==> config.mk <==
export PLATFORM = sky130hd
export DESIGN_NAME = hdbm_ram
export DESIGN_NICKNAME = d
export VERILOG_FILES = /design/src/hw/rtl/height_to_du_dv_bump_map_macros.svh /design/src/hw/rtl/hdbm_ram.sv
export SDC_FILE = /design/constraint.sdc
export NUM_CORES = 2
export LEC_CHECK = 0
export BUFFER_PORTS_ARGS = -buffer_cell sky130_fd_sc_hd__buf_2
export CELL_PAD_IN_SITES_DETAIL_PLACEMENT = 0
export CELL_PAD_IN_SITES_GLOBAL_PLACEMENT = 2
export CORE_UTILIZATION = 55
export CTS_CLUSTER_DIAMETER = 80
export DETAILED_ROUTE_END_ITERATION = 8
export GPL_ROUTABILITY_DRIVEN = 0
export PLACE_DENSITY = 0.95
export SLEW_MARGIN = 20
export SYNTH_ARGS = -nofsm -noshare
export SYNTH_HDL_FRONTEND = slang
export SYNTH_SLANG_ARGS = --single-unit
==> constraint.sdc <==
create_clock -name clock -period 5.2 [get_ports clock]
set_input_delay 0.26 -clock clock [delete_from_list [all_inputs] [get_ports clock]]
set_output_delay 0.26 -clock clock [all_outputs]
set_load 0.02 [all_outputs]
==> src/hw/rtl/height_to_du_dv_bump_map_macros.svh <==
// ----------------------------------------------------------------------------
// height to du/dv bump map assertion macros
// shared concurrent check shorthands, sampled on clock, off during reset
// ----------------------------------------------------------------------------
`ifndef HEIGHT_TO_DU_DV_BUMP_MAP_MACROS_SVH
`define HEIGHT_TO_DU_DV_BUMP_MAP_MACROS_SVH

// property holds at every edge
`define HDBM_CHECK(label, prop, msg) \
   label: assert property (@(posedge clock) disable iff (reset) (prop)) else $error(msg);

// consequent holds in the cycle after antecedent
`define HDBM_CHECK_NEXT(label, ante, cons, msg) \
   label: assert property (@(posedge clock) disable iff (reset) (ante) |=> (cons)) \
      else $error(msg);

`endif

==> src/hw/rtl/hdbm_ram.sv <==
// ----------------------------------------------------------------------------
// hdbm_ram
// generic ram, one write port and two read ports with registered read data
// ----------------------------------------------------------------------------
module hdbm_ram #(
   parameter int WIDTH = 8,
   parameter int DEPTH = 256
) (
   input  logic                     clock,
   input  logic                     wr_en,
   input  logic [$clog2(DEPTH)-1:0] wr_addr,
   input  logic [WIDTH-1:0]         wr_data,
   input  logic [$clog2(DEPTH)-1:0] rd_addr_a,
   output logic [WIDTH-1:0]         rd_data_a,
   input  logic [$clog2(DEPTH)-1:0] rd_addr_b,
   output logic [WIDTH-1:0]         rd_data_b
);

   logic [WIDTH-1:0] mem_ff [DEPTH];

   always_ff @(posedge clock) begin
      if (wr_en) begin
         mem_ff[wr_addr] <= wr_data;
      end
      rd_data_a <= mem_ff[rd_addr_a];
      rd_data_b <= mem_ff[rd_addr_b];
   end

endmodule

==> reports/summary.txt <==
Crit share post-route: 0.651
Status: completed
Rel. slew slack: 0.162
Max-slew violations: 0
CP cell instances: buf_8, buf_4, mux4_2, mux4_2, nand2_1, o31ai_1, a211oi_1, nor4_1
Synthesis-stage register bit count: 2064
Distinct cells, synth: 65
Slew @ Worst Pin: 1.25 ns
Cell mode on critical path: mux4_2
Crit-path max FO: 64
Pwr/cell area: 346 mW/mm^2
Unrepaired setup endpoints after global routing: false
Initial Util: 0.555
Syn_nets: 4881
Pre-CTS setup slack: 1.13 ns
Required @ worst endpoint: 5.93 ns
Worst skew pair latency: 0.88 ns
Routed Antenna Nets: 0
Layout Skew: 0.0476 ns
Setup TNS Final: 0 ns
Die Height: 422 um
DR DRC count: 0
Area of the core: 0.175 mm^2
Fmax: 295 MHz
Drt pass-1 iters: 6
I/O Buffers: 49
TritonCTS clock tree: built
Setup Fix Bufs, Post-CTS: 0
H-tree depth: 4
Synthesis-to-finish area growth: 9.72%
CTS root buffer: clkbuf_16
Final HPWL DP: 190000 um
Global route overflow: 0
Hold-fix buffers at CTS: 0
Clock transition at path regs: 0.06 ns
Worst IR drop on VDD: 307 uV
Rows: 153
Die ar.: 0.178 mm^2
Syn Inst Count: 4847
Initial DRC Count: 10100
Post-DR vias/cell: 7.60
Hold Crit Class: in2reg
Tot GR Track Use: 0.335
Final setup margin: 1.82 ns
Post-synthesis instance area: 0.0970 mm^2
Antenna violations before repair: 21
Post-synthesis async set-or-reset flop share: 0
Tmin final: 3.38 ns
Synthesized area per cell: 20.0 um^2
CP max stage delay: 0.72 ns
Final non-filler cell area: 0.106 mm^2
Maxcap violations: 0
Ys flop type: edfxtp_1
CP Class: in2reg
Leak: 33.1 nW
Placed cell areas: 0.0995 mm^2
Num CTS Buffers: 210
Clock tree buffer depth: 3
WL/cell: 40.2 um
Largest net degree at the start of global routing: 151
Synth warn: 0
WP data arrival: 4.11 ns
Startpoint types: input port
I/O pin cnt: 50
First-pass GRT wire length: 419000 um
Final setup vio count: 0
Largest delay share family, worst path: buffers and inverters
Routed wire length: 298000 um
Vias: 56300
CTS Sinks: 2064
Crit end category: flop
Register area share after synthesis: 0.637
Tot Pwr: 36.8 mW
R2R Setup Slk: 2.15 ns
Post-synth EDFFs: 2048
Worst Hold Margin: 0.0226 ns
Final hold vios: 0
CTS resizes: 0
Die width: 422 um
Slowest CP cell: a211oi_1
Vias in the first global route: 55400
Share of layout cells above drive strength 1: 0.328
Buffers & Inverters on Critical Path: 2
Final nets: 4931
-- cells by family after synthesis --
| kind of cell | Yosys count | synth area share |
|---|---|---|
| muxes | 1325 | 0.273 |
| and+or+nand+nor | 591 | 0.0270 |
| buffers and inverters | 401 | 0.0273 |
| AOI/OAI and AO/OA | 466 | 0.0354 |
| DFF | 2064 | 0.637 |
-- flip-flops by register name (all words and copies together), names as in the netlist --
register / count
rd_data_a: 8
rd_data_b: 8
mem_ff: 2048
-- where the power goes --
| group | internal (mW) | leakage (nW) | switching [mW] |
|---|---|---|---|
| sequential | 18.3 | 18.5 | 0.0925 |
| combinational | 1.17 | 11.2 | 1.94 |
| clock | 8.65 | 3.35 | 6.59 |
| total | 28.2 | 33.1 | 8.63 |
-- final timing paths --
check                  from             end  depth (start not counted)
min              wr_data[3]  mem_ff[246][3]                          1
min reg2reg  mem_ff[183][5]    rd_data_b[5]                          5
max            rd_addr_a[0]    rd_data_a[4]                          8
max reg2reg  mem_ff[240][7]    rd_data_a[7]                          6
-- cells in the final DEF (no fill, tap or decap), types with 46 or more instances in the layout --
cell type,count
a21oi_1,78
a22oi_1,62
buf_4,154
clkbuf_1,46
clkbuf_16,212
clkinv_1,49
edfxtp_1,2048
mux2i_1,236
mux4_2,1051
nand2_1,113
nand3_1,52
nor2_1,280
o221ai_1,65
o22ai_1,48
-- routing by layer --
metal / global-route usage / routed length, um / part of all wire / vias up
li1: - / - / - / 21200
met1: 0.454 / 102000 / 0.34 / 29400
met2: 0.503 / 136000 / 0.46 / 4824
met3: 0.0869 / 40400 / 0.14 / 917
met4: 0.179 / 18700 / 0.063 / 20
met5: 0 / 132 / 0.00044 / -
-- through the flow --
step                      utilization  std cells
after floorplan                     -       4847
after CTS                       0.609       7398
after detailed placement        0.570       7009
after global routing            0.609       7402
after global placement          0.569       7006
final                           0.609       7412
-- cells in the mapped netlist (21+ instances only) --
cell type	number	share of area
edfxtp_1	2048	0.63
nor2_1	298	0.012
buf_6	44	0.0051
a211oi_1	28	0.0022
buf_8	35	0.0054
a22o_1	22	0.0020
clkbuf_1	137	0.0053
a221oi_1	32	0.0029
o21ai_0	34	0.0018
a22oi_1	62	0.0048
buf_2	104	0.0054
o221ai_1	65	0.0059
nand3_1	52	0.0027
o22ai_1	48	0.0031
nor3_1	21	0.0011
mux4_2	1051	0.24
nor2b_1	27	0.0017
nand2_1	114	0.0044
a21oi_1	79	0.0041
mux2i_1	236	0.024
buf_1	25	0.00097
mux2_2	38	0.0044
buf_4	42	0.0033
-- layout make-up --
cell class	instances	area, um^2
fillers	11900	68200
diodes	13	32.5
clock inverters	124	1290
flip-flops and latches	2064	61800
inverters	6	26.3
multi-input cells	2382	32600
well taps	2325	2910
clock buffers	265	5570
repair buffers	233	2160
Note: power is estimated with default switching activity, not from simulation.
